==> src/hdl/dlsq_pkg.sv <==
// Package with types and constants of the delta list sleep queue.
package dlsq_pkg;

  localparam int unsigned QueueDepthDefault = 16;
  localparam int unsigned DelayBitsDefault  = 32;

  localparam logic [2:0] CmdPut    = 3'd0;
  localparam logic [2:0] CmdTick   = 3'd1;
  localparam logic [2:0] CmdPop    = 3'd2;
  localparam logic [2:0] CmdCancel = 3'd3;
  localparam logic [2:0] CmdClear  = 3'd4;

  localparam logic [1:0] StOk    = 2'd0;
  localparam logic [1:0] StFull  = 2'd1;
  localparam logic [1:0] StEmpty = 2'd2;
  localparam logic [1:0] StNull  = 2'd3;

  typedef struct packed {
    logic [2:0]  command;
    logic [7:0]  thread_id;
    logic [31:0] delay;
    logic [7:0]  awakener_id;
  } req_t;

  typedef struct packed {
    logic [7:0] thread_out;
    logic [1:0] status;
    logic       head_due;
    logic [4:0] removed_count;
    logic       last;
  } rsp_t;

endpackage

==> src/hdl/delta_list_sleep_queue_unit.sv <==
// Operation: put and cancel walk the table one entry at a time; tick lowers the delay of
// the head entry, stopping at zero; pop removes the head and moves later entries up.
// Throughput: one request at a time; a new request is taken only once the block is idle
// and the previous result has been accepted. Clear emits one result per entry and waits
// for each result to be accepted before it emits the next.
// Reset is asynchronous and active low; it empties the queue, table contents
// are undefined until written.
module delta_list_sleep_queue_unit
  import dlsq_pkg::*;
#(
  parameter int unsigned QUEUE_DEPTH = QueueDepthDefault,
  parameter int unsigned DELAY_BITS  = DelayBitsDefault
) (
  input  logic clk_i,
  input  logic rst_ni,
  input  logic req_valid_i,
  output logic req_ready_o,
  input  req_t req_i,
  output logic rsp_valid_o,
  input  logic rsp_ready_i,
  output rsp_t rsp_o
);
  localparam int unsigned AW = $clog2(QUEUE_DEPTH);
  localparam int unsigned CW = $clog2(QUEUE_DEPTH + 1);
  localparam int unsigned EW = 16 + DELAY_BITS;

  localparam logic [3:0] SIdle  = 4'd0;
  localparam logic [3:0] SRd    = 4'd1;
  localparam logic [3:0] SWait  = 4'd2;
  localparam logic [3:0] SPutCk = 4'd3;
  localparam logic [3:0] SShRd  = 4'd4;
  localparam logic [3:0] SShWt  = 4'd5;
  localparam logic [3:0] SShWr  = 4'd6;
  localparam logic [3:0] SIns   = 4'd7;
  localparam logic [3:0] SFix   = 4'd8;
  localparam logic [3:0] SCanCk = 4'd9;
  localparam logic [3:0] SHead  = 4'd10;
  localparam logic [3:0] SHeadW = 4'd11;
  localparam logic [3:0] SOut   = 4'd12;
  localparam logic [3:0] SClr   = 4'd13;
  localparam logic [3:0] SClrW  = 4'd14;

  logic [3:0]            state_q, state_d;
  logic [CW-1:0]         cnt_q, cnt_d;
  logic [AW-1:0]         pos_q, pos_d;
  logic [AW-1:0]         sh_q, sh_d;
  logic [DELAY_BITS-1:0] rem_q, rem_d;
  logic [DELAY_BITS-1:0] carry_q, carry_d;
  logic                  carry_v_q, carry_v_d;
  logic [CW-1:0]         rmv_q, rmv_d;
  logic [CW-1:0]         wr_q, wr_d;
  req_t                  req_q, req_d;
  rsp_t                  rsp_q, rsp_d;
  logic                  rsp_v_q, rsp_v_d;
  logic [2:0]            cmd;

  logic                  we;
  logic [AW-1:0]         addr;
  logic [EW-1:0]         wdata, rdata;
  logic [7:0]            r_thr, r_awk;
  logic [DELAY_BITS-1:0] r_dl;
  logic [DELAY_BITS-1:0] diff;
  logic [DELAY_BITS-1:0] in_delay;

  dlsq_ram #(.Width(EW), .Depth(QUEUE_DEPTH)) u_ram (
    .clk_i  (clk_i),
    .we_i   (we),
    .addr_i (addr),
    .wdata_i(wdata),
    .rdata_o(rdata)
  );

  assign r_thr = rdata[EW-1 -: 8];
  assign r_awk = rdata[DELAY_BITS +: 8];
  assign r_dl  = rdata[DELAY_BITS-1:0];
  assign cmd   = req_q.command;
  assign diff  = r_dl - rem_q;

  if (DELAY_BITS >= 32) begin : g_wide
    assign in_delay = DELAY_BITS'(req_i.delay);
  end else begin : g_narrow
    assign in_delay = req_i.delay[DELAY_BITS-1:0];
  end

  assign req_ready_o = (state_q == SIdle) && !rsp_v_q;
  assign rsp_valid_o = rsp_v_q;
  assign rsp_o       = rsp_q;

  always_comb begin
    state_d   = state_q;
    cnt_d     = cnt_q;
    pos_d     = pos_q;
    sh_d      = sh_q;
    rem_d     = rem_q;
    carry_d   = carry_q;
    carry_v_d = carry_v_q;
    rmv_d     = rmv_q;
    wr_d      = wr_q;
    req_d     = req_q;
    rsp_d     = rsp_q;
    rsp_v_d   = rsp_v_q;
    we        = 1'b0;
    addr      = pos_q;
    wdata     = rdata;
    if (rsp_v_q && rsp_ready_i) begin
      rsp_v_d = 1'b0;
    end
    unique case (state_q)
      SIdle: begin
        if (req_valid_i && req_ready_o) begin
          req_d     = req_i;
          pos_d     = '0;
          rem_d     = in_delay;
          rmv_d     = '0;
          wr_d      = '0;
          carry_v_d = 1'b0;
          rsp_d     = '0;
          rsp_d.last = 1'b1;
          if (req_i.command == CmdPut) begin
            if (req_i.thread_id == 8'd0) begin
              rsp_d.status = StNull;
              state_d      = SHead;
            end else if (cnt_q == CW'(QUEUE_DEPTH)) begin
              rsp_d.status = StFull;
              state_d      = SHead;
            end else begin
              state_d = (cnt_q == '0) ? SIns : SRd;
            end
          end else if (req_i.command == CmdTick || req_i.command == CmdPop) begin
            if (cnt_q == '0) begin
              rsp_d.status = StEmpty;
              state_d      = SOut;
            end else begin
              state_d = SRd;
            end
          end else if (req_i.command == CmdCancel) begin
            state_d = (cnt_q == '0) ? SOut : SRd;
          end else if (req_i.command == CmdClear) begin
            if (cnt_q == '0) begin
              rsp_d.status = StEmpty;
              state_d      = SOut;
            end else begin
              state_d = SClr;
            end
          end else begin
            state_d = SHead;
          end
        end
      end
      SRd: begin
        state_d = SWait;
      end
      SWait: begin
        state_d = SPutCk;
        if (cmd == CmdTick) begin
          we    = 1'b1;
          wdata = {r_thr, r_awk, (r_dl == '0) ? r_dl : r_dl - 1'b1};
          state_d = SHead;
        end else if (cmd == CmdPop) begin
          rsp_d.thread_out = r_thr;
          sh_d    = '0;
          state_d = (cnt_q > CW'(1)) ? SShRd : SHead;
          cnt_d   = cnt_q - 1'b1;
        end else if (cmd == CmdCancel) begin
          state_d = SCanCk;
        end
      end
      SPutCk: begin
        if (r_dl <= rem_q) begin
          rem_d = rem_q - r_dl;
          if (CW'(pos_q) + 1'b1 == cnt_q) begin
            pos_d   = pos_q + 1'b1;
            state_d = SIns;
          end else begin
            pos_d   = pos_q + 1'b1;
            state_d = SRd;
          end
        end else begin
          carry_d = diff;
          sh_d    = AW'(cnt_q - 1'b1);
          state_d = SShRd;
        end
      end
      SShRd: begin
        if (cmd == CmdPut) begin
          addr = sh_q;
        end else begin
          addr = sh_q + 1'b1;
        end
        state_d = SShWt;
      end
      SShWt: begin
        if (cmd == CmdPut) begin
          addr = sh_q;
        end else begin
          addr = sh_q + 1'b1;
        end
        state_d = SShWr;
      end
      SShWr: begin
        we = 1'b1;
        if (cmd == CmdPut) begin
          addr = sh_q + 1'b1;
          if (sh_q == pos_q) begin
            wdata   = {r_thr, r_awk, carry_q};
            state_d = SIns;
          end else begin
            sh_d    = sh_q - 1'b1;
            state_d = SShRd;
          end
        end else begin
          addr = sh_q;
          if (CW'(sh_q) + 2'd2 >= cnt_q + 1'b1) begin
            state_d = SHead;
          end else begin
            sh_d    = sh_q + 1'b1;
            state_d = SShRd;
          end
        end
      end
      SIns: begin
        we      = 1'b1;
        wdata   = {req_q.thread_id, req_q.awakener_id, rem_q};
        cnt_d   = cnt_q + 1'b1;
        state_d = SHead;
      end
      SCanCk: begin
        if (r_awk == req_q.awakener_id) begin
          rmv_d = rmv_q + 1'b1;
          if (carry_v_q) begin
            carry_d = carry_q + r_dl;
          end else begin
            carry_d = r_dl;
          end
          carry_v_d = 1'b1;
        end else begin
          we    = 1'b1;
          addr  = AW'(wr_q);
          wdata = {r_thr, r_awk, carry_v_q ? r_dl + carry_q : r_dl};
          carry_v_d = 1'b0;
          wr_d  = wr_q + 1'b1;
        end
        if (CW'(pos_q) + 1'b1 == cnt_q) begin
          cnt_d   = (r_awk == req_q.awakener_id) ? wr_q : wr_q + 1'b1;
          rsp_d.removed_count = 5'(rmv_d);
          state_d = SHead;
        end else begin
          pos_d   = pos_q + 1'b1;
          state_d = SRd;
        end
      end
      SHead: begin
        addr    = '0;
        state_d = SHeadW;
      end
      SHeadW: begin
        addr           = '0;
        rsp_d.head_due = (cnt_q != '0) && (r_dl == '0);
        state_d        = SOut;
      end
      SOut: begin
        if (!rsp_v_q) begin
          rsp_v_d = 1'b1;
          state_d = SIdle;
        end
      end
      SClr: begin
        if (!rsp_v_q || rsp_ready_i) begin
          state_d = SClrW;
        end
      end
      SClrW: begin
        if (!rsp_v_d) begin
          rsp_d   = '0;
          rsp_d.thread_out = r_thr;
          rsp_d.last = (CW'(pos_q) + 1'b1 == cnt_q);
          rsp_v_d = 1'b1;
          if (CW'(pos_q) + 1'b1 == cnt_q) begin
            cnt_d   = '0;
            state_d = SIdle;
          end else begin
            pos_d   = pos_q + 1'b1;
            state_d = SClr;
          end
        end
      end
      default: state_d = SIdle;
    endcase
  end

  always_ff @(posedge clk_i or negedge rst_ni) begin
    if (!rst_ni) begin
      state_q <= SIdle;
      cnt_q   <= '0;
      rsp_v_q <= 1'b0;
    end else begin
      state_q <= state_d;
      cnt_q   <= cnt_d;
      rsp_v_q <= rsp_v_d;
    end
  end

  always_ff @(posedge clk_i) begin
    pos_q     <= pos_d;
    sh_q      <= sh_d;
    rem_q     <= rem_d;
    carry_q   <= carry_d;
    carry_v_q <= carry_v_d;
    rmv_q     <= rmv_d;
    wr_q      <= wr_d;
    req_q     <= req_d;
    rsp_q     <= rsp_d;
  end
endmodule

==> src/hdl/dlsq_ram.sv <==
// Generic single port RAM with registered read.
module dlsq_ram #(
  parameter int unsigned Width = 8,
  parameter int unsigned Depth = 16
) (
  input  logic                     clk_i,
  input  logic                     we_i,
  input  logic [$clog2(Depth)-1:0] addr_i,
  input  logic [Width-1:0]         wdata_i,
  output logic [Width-1:0]         rdata_o
);
  logic [Width-1:0] mem_q [Depth];

  always_ff @(posedge clk_i) begin
    if (we_i) begin
      mem_q[addr_i] <= wdata_i;
    end
    rdata_o <= mem_q[addr_i];
  end
endmodule

==> config.mk <==
export PLATFORM = sky130hd
export DESIGN_NAME = delta_list_sleep_queue_unit
export DESIGN_NICKNAME = d
export VERILOG_FILES = /design/src/hdl/dlsq_pkg.sv /design/src/hdl/delta_list_sleep_queue_unit.sv /design/src/hdl/dlsq_ram.sv
export SDC_FILE = /design/constraint.sdc
export NUM_CORES = 1
export LEC_CHECK = 0
export BUFFER_PORTS_ARGS = -buffer_cell sky130_fd_sc_hd__clkbuf_2
export CORE_UTILIZATION = 29
export CTS_CLUSTER_SIZE = 14
export DETAILED_ROUTE_END_ITERATION = 8
export MAX_ROUTING_LAYER = met4
export PLACE_DENSITY = 0.46
export SYNTH_ARGS = -nofsm -noshare
export SYNTH_HDL_FRONTEND = slang
export SYNTH_SLANG_ARGS = --single-unit
==> constraint.sdc <==
create_clock -name clk_i -period 10.2 [get_ports clk_i]
set_input_delay 0.51 -clock clk_i [delete_from_list [all_inputs] [get_ports clk_i]]
set_output_delay 0.51 -clock clk_i [all_outputs]
set_load 0.1 [all_outputs]
== Yosys cells after proc, flatten, opt, wreduce, memory -nomap -nowiden ==
Memory sizes are Yosys's and may differ from the RTL's. A register that Yosys moved wholly into a read port is not among the register bits.
Cells that the tools add are included.

* Equality and inequality tests: 37
* $add $sub $neg: 13
* Reduce and logical (&&, ||, !) cells: 39
* Muxes and demuxes: 93
* $lt $le $gt $ge: 3

{| class="wikitable"
|+ Operators with widths
! cell !! count
|-
| $mux 32 || 10
|-
| $pmux 48 s4 || 1
|-
| $mux 4 || 33
|-
| $pmux 32 s2 || 2
|-
| $sub 32x32->32 || 2
|-
| $pmux 4 s14 || 1
|-
| $mux 5 || 9
|-
| $mux 17 || 2
|-
| $add 32x32->32 || 1
|-
| $le 32x32->1 || 1
|-
| $logic_not 32->1 || 1
|-
| $pmux 4 s4 || 2
|-
| $sub 32x1->32 const B || 1
|-
| $eq 4x4->1 const B || 6
|-
| $pmux 8 s3 || 1
|-
| $ne 2x2->1 const B || 10
|-
| $pmux 5 s2 || 2
|-
| $pmux 5 s4 || 1
|-
| $eq 4x3->1 const B || 4
|-
| $mux 8 || 2
|-
| $add 5x1->5 const B || 3
|-
| $pmux 5 s3 || 1
|-
| $mux 2 || 7
|-
| $eq 3x2->1 const B || 4
|-
| 40 further kinds || 78
|}

* RAM bits: 768
* Memories: 1
* Flip-flop bits (word level): 129
* Output and inout bits: 19

{| class="wikitable"
|+ Memory list
! memory !! depth !! width !! rd ports !! clocked after Yosys merged registers in !! wr ports !! RTL line !! text
|-
| u_ram.mem_q || 16 || 48 || 1 || 1 || 1 || dlsq_ram.sv:12 || <nowiki>logic [Width-1:0] mem_q [Depth];</nowiki>
|}

== Depth between registers and ports, before layout ==
* Depth in word-level cells: 8
* Mapped depth: 13
* Depth with buffers taken out: 12

== Cells and area by module ==
From an unflattened synthesis, not the netlist that was laid out.

* Cell total of the unflattened synthesis: 3012
* Area total of the unflattened synthesis: 43633.1 sq um

{| class="wikitable"
|+ Modules (own cells, without submodules)
! module !! sequential area each (sq um) !! area an instance (sq um) !! cells each !! times used
|-
| dlsq_ram || 24023.0 || 29736.0 || 1243 || 1
|-
| delta_list_sleep_queue_unit || 3823.7 || 13897.1 || 1769 || 1
|}

== Worst setup path before layout ==
OpenSTA, ideal clock, no wires.

* Path kind: register to register
* Start point: register state_q[2]
* End point: memory u_ram.mem_q[12][0] (netlist bit), enable pin
* Data required time: 9.746 ns
* Path slack: 5.471 ns
* Period minus slack after synthesis: 4.729 ns
* Stages on the path, launching flop included: 12
* Data arrival time: 4.275 ns
* Setup time: 0.454 ns
* Cells stage by stage: dfrtp_1 > nor2b_1 > nand2_1 > clkbuf_1 > o21ai_0 > o21ai_0 > a41oi_1 > a221oi_1 > clkbuf_1 > buf_2 > or2_2 > nor2_1

* Cells in the longest elaborated chain, start to end: 5
* Elaborated cells between the ends (all ways): 15

{| class="wikitable"
|+ RTL lines
! what !! RTL line !! text
|-
| from (decl) || delta_list_sleep_queue_unit.sv:43 || <nowiki>logic [3:0] state_q, state_d;</nowiki>
|-
| from (signal assigned) || delta_list_sleep_queue_unit.sv:293 || <nowiki>state_q <= SIdle;</nowiki>
|-
| from (signal assigned) || delta_list_sleep_queue_unit.sv:297 || <nowiki>state_q <= state_d;</nowiki>
|-
| $eq 4x3->1 || delta_list_sleep_queue_unit.sv:108 || <nowiki>unique case (state_q)</nowiki>
|-
| $reduce_or 2->1 (no source line) || - ||
|-
| $pmux 1 s3 || delta_list_sleep_queue_unit.sv:108 ||
|-
| $mux 1 || dlsq_ram.sv:15 || <nowiki>if (we_i) begin</nowiki>
|-
| $mux 1 (implied by the code) || dlsq_ram.sv:16 || <nowiki>mem_q[addr_i] <= wdata_i;</nowiki>
|-
| to (decl) || dlsq_ram.sv:12 ||
|}

Parallel ways exist; a longest one is shown, timed or not.

== Final worst setup path ==
* Start point: register state_q[1]
* End point: memory u_ram.mem_q[9][22] (netlist bit), enable pin

The elaborated chain is that of the path after synthesis.

==> results.sh <==
export IMPL_status="completed"
export IMPL_grt_setup_unrepaired="no"
export IMPL_gp_congestion=0.882
export IMPL_yosys_warnings=0
export IMPL_setup_viol=0
export IMPL_first_pass_iters=6
export IMPL_final_nets=3674
export IMPL_boundaryPins=74
export IMPL_maxCapViolCount=0
export IMPL_port_buffers=73
export IMPL_synth_top_cell_by_area="edfxtp_1"
export IMPL_reg2reg_from="state_q[1]"
export IMPL_p_per_area_mw_per_mm2=358
export IMPL_finalPower_w=0.0188
export IMPL_whs_ns=0.0636
export IMPL_finalNonFillerCells=5650
export IMPL_p_leak_nw=19.6
export IMPL_ys_flop_type="edfxtp_1"
export IMPL_slew_headroom_pct=5.13
export IMPL_core_area_mm2=0.156
export IMPL_whs_endpoint="req_q[1]"
export IMPL_die_h_um=399
export IMPL_crit_top_cell="buf_4"
export IMPL_fin_crit_ns=5.89
export IMPL_cts_buffers_inserted=105
export IMPL_path_clk_slew_ns=0.06
export IMPL_min_path_type="input port to flip-flop"
export IMPL_worstHoldStart="req_i[1]"
export IMPL_synthArstFlopShare_pct=1.06
export IMPL_drt_iter0_markers=2163
export IMPL_ys_types=84
export IMPL_grt_pass1_wl_um=192000
export IMPL_dp_hpwl_um=83900
export IMPL_ys_ff_latch=945
export IMPL_die_x_um=399
export IMPL_worst_slew_pin_slew_ns=1.42
export IMPL_avgSynthCellArea_um2=13.4
export IMPL_postRouteWirelength_um=131000
export IMPL_r2r_slack_ns=4.31
export IMPL_avgViaCountPerCell=4.98
export IMPL_drv_slew=0
export IMPL_finClkSkew_ns=0.0291
export IMPL_finalWorstSetupSlack_ns=4.31
export IMPL_syn_cell_area_mm2=0.0458
export IMPL_gr_total_overflow=0
export IMPL_hold_path_depth=1
export IMPL_start_util_pct=29.3
export IMPL_critPathMaxFanout=43
export IMPL_clk_latency_ns=0.71
export IMPL_cts_tree="done"
export IMPL_netlist_instances=3413
export IMPL_crit_chain="nand2b_1 -> nand2b_2 -> buf_4 -> nor2_1 -> buf_4 -> a221oi_4 -> buf_4 -> buf_4 -> nand2b_1 -> nor2_4 -> buf_4"
export IMPL_cts_root_buf="clkbuf_16"
export IMPL_required_ns=10.52
export IMPL_grt_max_degree=124
export IMPL_cts_path_max_buffers=3
export IMPL_fmax_mhz=170
export IMPL_setup_tns_ns=0
export IMPL_r2r_end="u_ram.mem_q[9][22]"
export IMPL_crit_family="buffers and inverters"
export IMPL_ir_drop_mv=0.487
export IMPL_ys_seq_area_share_pct=60.8
export IMPL_syn_nets=3584
export IMPL_post_place_ws_ns=4.18
export IMPL_drive_above_1_share_pct=10.4
export IMPL_worst_path_max_delay_cell="nor2_4"
export IMPL_worstSetupStartpointType="flip-flop"
export IMPL_reg2regPathDepth=11
export IMPL_worstSetupEndpointType="flip-flop"
export IMPL_dpl_cell_count=5440
export IMPL_drtAntennaViolNets=0
export IMPL_postCtsSetupBuffers=0
export IMPL_ys_top_cells_by_area="edfxtp_1 58%, mux2i_1 16%, ha_1 3.1%"
export IMPL_critPathKind="flip-flop to flip-flop"
export IMPL_synth_top_area_share_pct=58.2
export IMPL_gr_usage_all_layers_pct=16.7
export IMPL_h_tree_depth=3
export IMPL_cts_sinks=945
export IMPL_synth_edf_count=887
export IMPL_dr_total_vias=28200
export IMPL_antenna_found_initial=6
export IMPL_crit_arrival_ns=6.22
export IMPL_period_share_pct=57.8
export IMPL_num_rows=145
export IMPL_area_growth_syn_to_layout_pct=14.5
export IMPL_slowest_delay_ns=0.90
export IMPL_die_area_mm2=0.159
export IMPL_wl_per_cell_um=23.2
export IMPL_critPathBufInv=5
export IMPL_hold_viol=0
export IMPL_grt_pass1_vias=28300
export IMPL_drc=0
[placed cells by master, fill, tap and decap left out, types with 73 or more instances in the layout]
master	instances
inv_1	97
xnor2_1	74
mux2i_1	743
a21oi_1	154
clkbuf_2	73
nand2_1	207
o21ai_0	142
clkbuf_16	106
edfxtp_1	887
nor2_1	150
ha_1	113
[stage by stage]
step	area, um2	util, %
3_5_place_dp	48800	31.2
6_report	52400	33.5
2_1_floorplan	45800	-
4_1_cts	52400	33.5
5_1_grt	52400	33.5
3_3_place_gp	48800	31.2
[synth_stat cells (16+ instances only)]
library cell	instances
nor3_1	40
a211oi_1	18
nand2b_1	29
clkbuf_1	80
buf_2	78
edfxtp_1	887
a221oi_1	22
a31oi_1	18
o21a_1	19
ha_1	113
xnor2_1	74
nand2_1	207
a21o_1	40
o21bai_1	19
nor2b_1	16
o31ai_1	19
nor2_1	169
a21oi_1	158
nand3_1	37
xor2_1	41
mux2i_1	743
dfxtp_1	48
inv_1	97
o21ai_0	144
nand4_1	28
[timing repair]
action                                 CTS  global route
setup endpoints to repair                0             0
resized for setup                        0             0
endpoints found under the hold margin   23             0
hold buffers                            14             0
[metal layers]
| layer | track usage [%] | share of wire (%) | vias to the layer above |
|---|---|---|---|
| li1 | - | - | 13200 |
| met1 | 23.3 | 48 | 14200 |
| met2 | 25.8 | 46 | 562 |
| met3 | 2.04 | 3.7 | 176 |
| met4 | 4.13 | 2.3 | 0 |
| met5 | - | 0 | - |
[power breakdown]
group / internal, W / total (W) / leakage [nW] / switching (W)
combinational: 0.00329 / 0.00904 / 9.37 / 0.00575
sequential: 0.00545 / 0.00592 / 8.55 / 0.000473
clock: 0.00221 / 0.00380 / 1.66 / 0.00159
[registers in the layout, indices dropped and copies added (netlist names), 3 cells and up]
signal and count:
pos_q 4, carry_q 32, state_q 4, sh_q 4
wr_q 5, rsp_o 17, cnt_q 5, rem_q 32
u_ram.rdata_o 48, rmv_q 5, req_q 16, cmd 3
u_ram.mem_q 768
[cells by family after synthesis]
logic type | Yosys count | share of synthesized area [%]
AOI/OAI and AO/OA | 600 | 8.54
xor gates and xnor gates | 115 | 2.20
adders and majority gates | 116 | 3.22
buffers and inverters | 274 | 2.50
DFF | 945 | 60.8
muxes | 745 | 16.3
and+or+nand+nor | 618 | 6.41
[layout make-up]
type | count | area, um2
Fill cell | 15300 | 104000
Sequential cell | 945 | 27800
Multi-Input combinational cell | 2194 | 17100
Clock buffer | 144 | 2850
Tap cell | 2058 | 2570
Timing Repair Buffer | 159 | 1080
Clock inverter | 51 | 589
Inverter | 98 | 368
Antenna cell | 1 | 2.50
[worst max-delay path by stage]
| stage | from | endpoint | cells after the start |
|---|---|---|---|
| floorplan | state_q[2] | u_ram.mem_q[12][0] | 11 |
| global placement | state_q[1] | u_ram.mem_q[9][46] | 11 |
| detailed placement | state_q[1] | u_ram.mem_q[9][40] | 11 |
| CTS | state_q[1] | u_ram.mem_q[9][22] | 11 |
| global route | state_q[1] | u_ram.mem_q[9][30] | 11 |
| finish | state_q[1] | u_ram.mem_q[9][22] | 11 |
(Power assumes the default switching activity.)
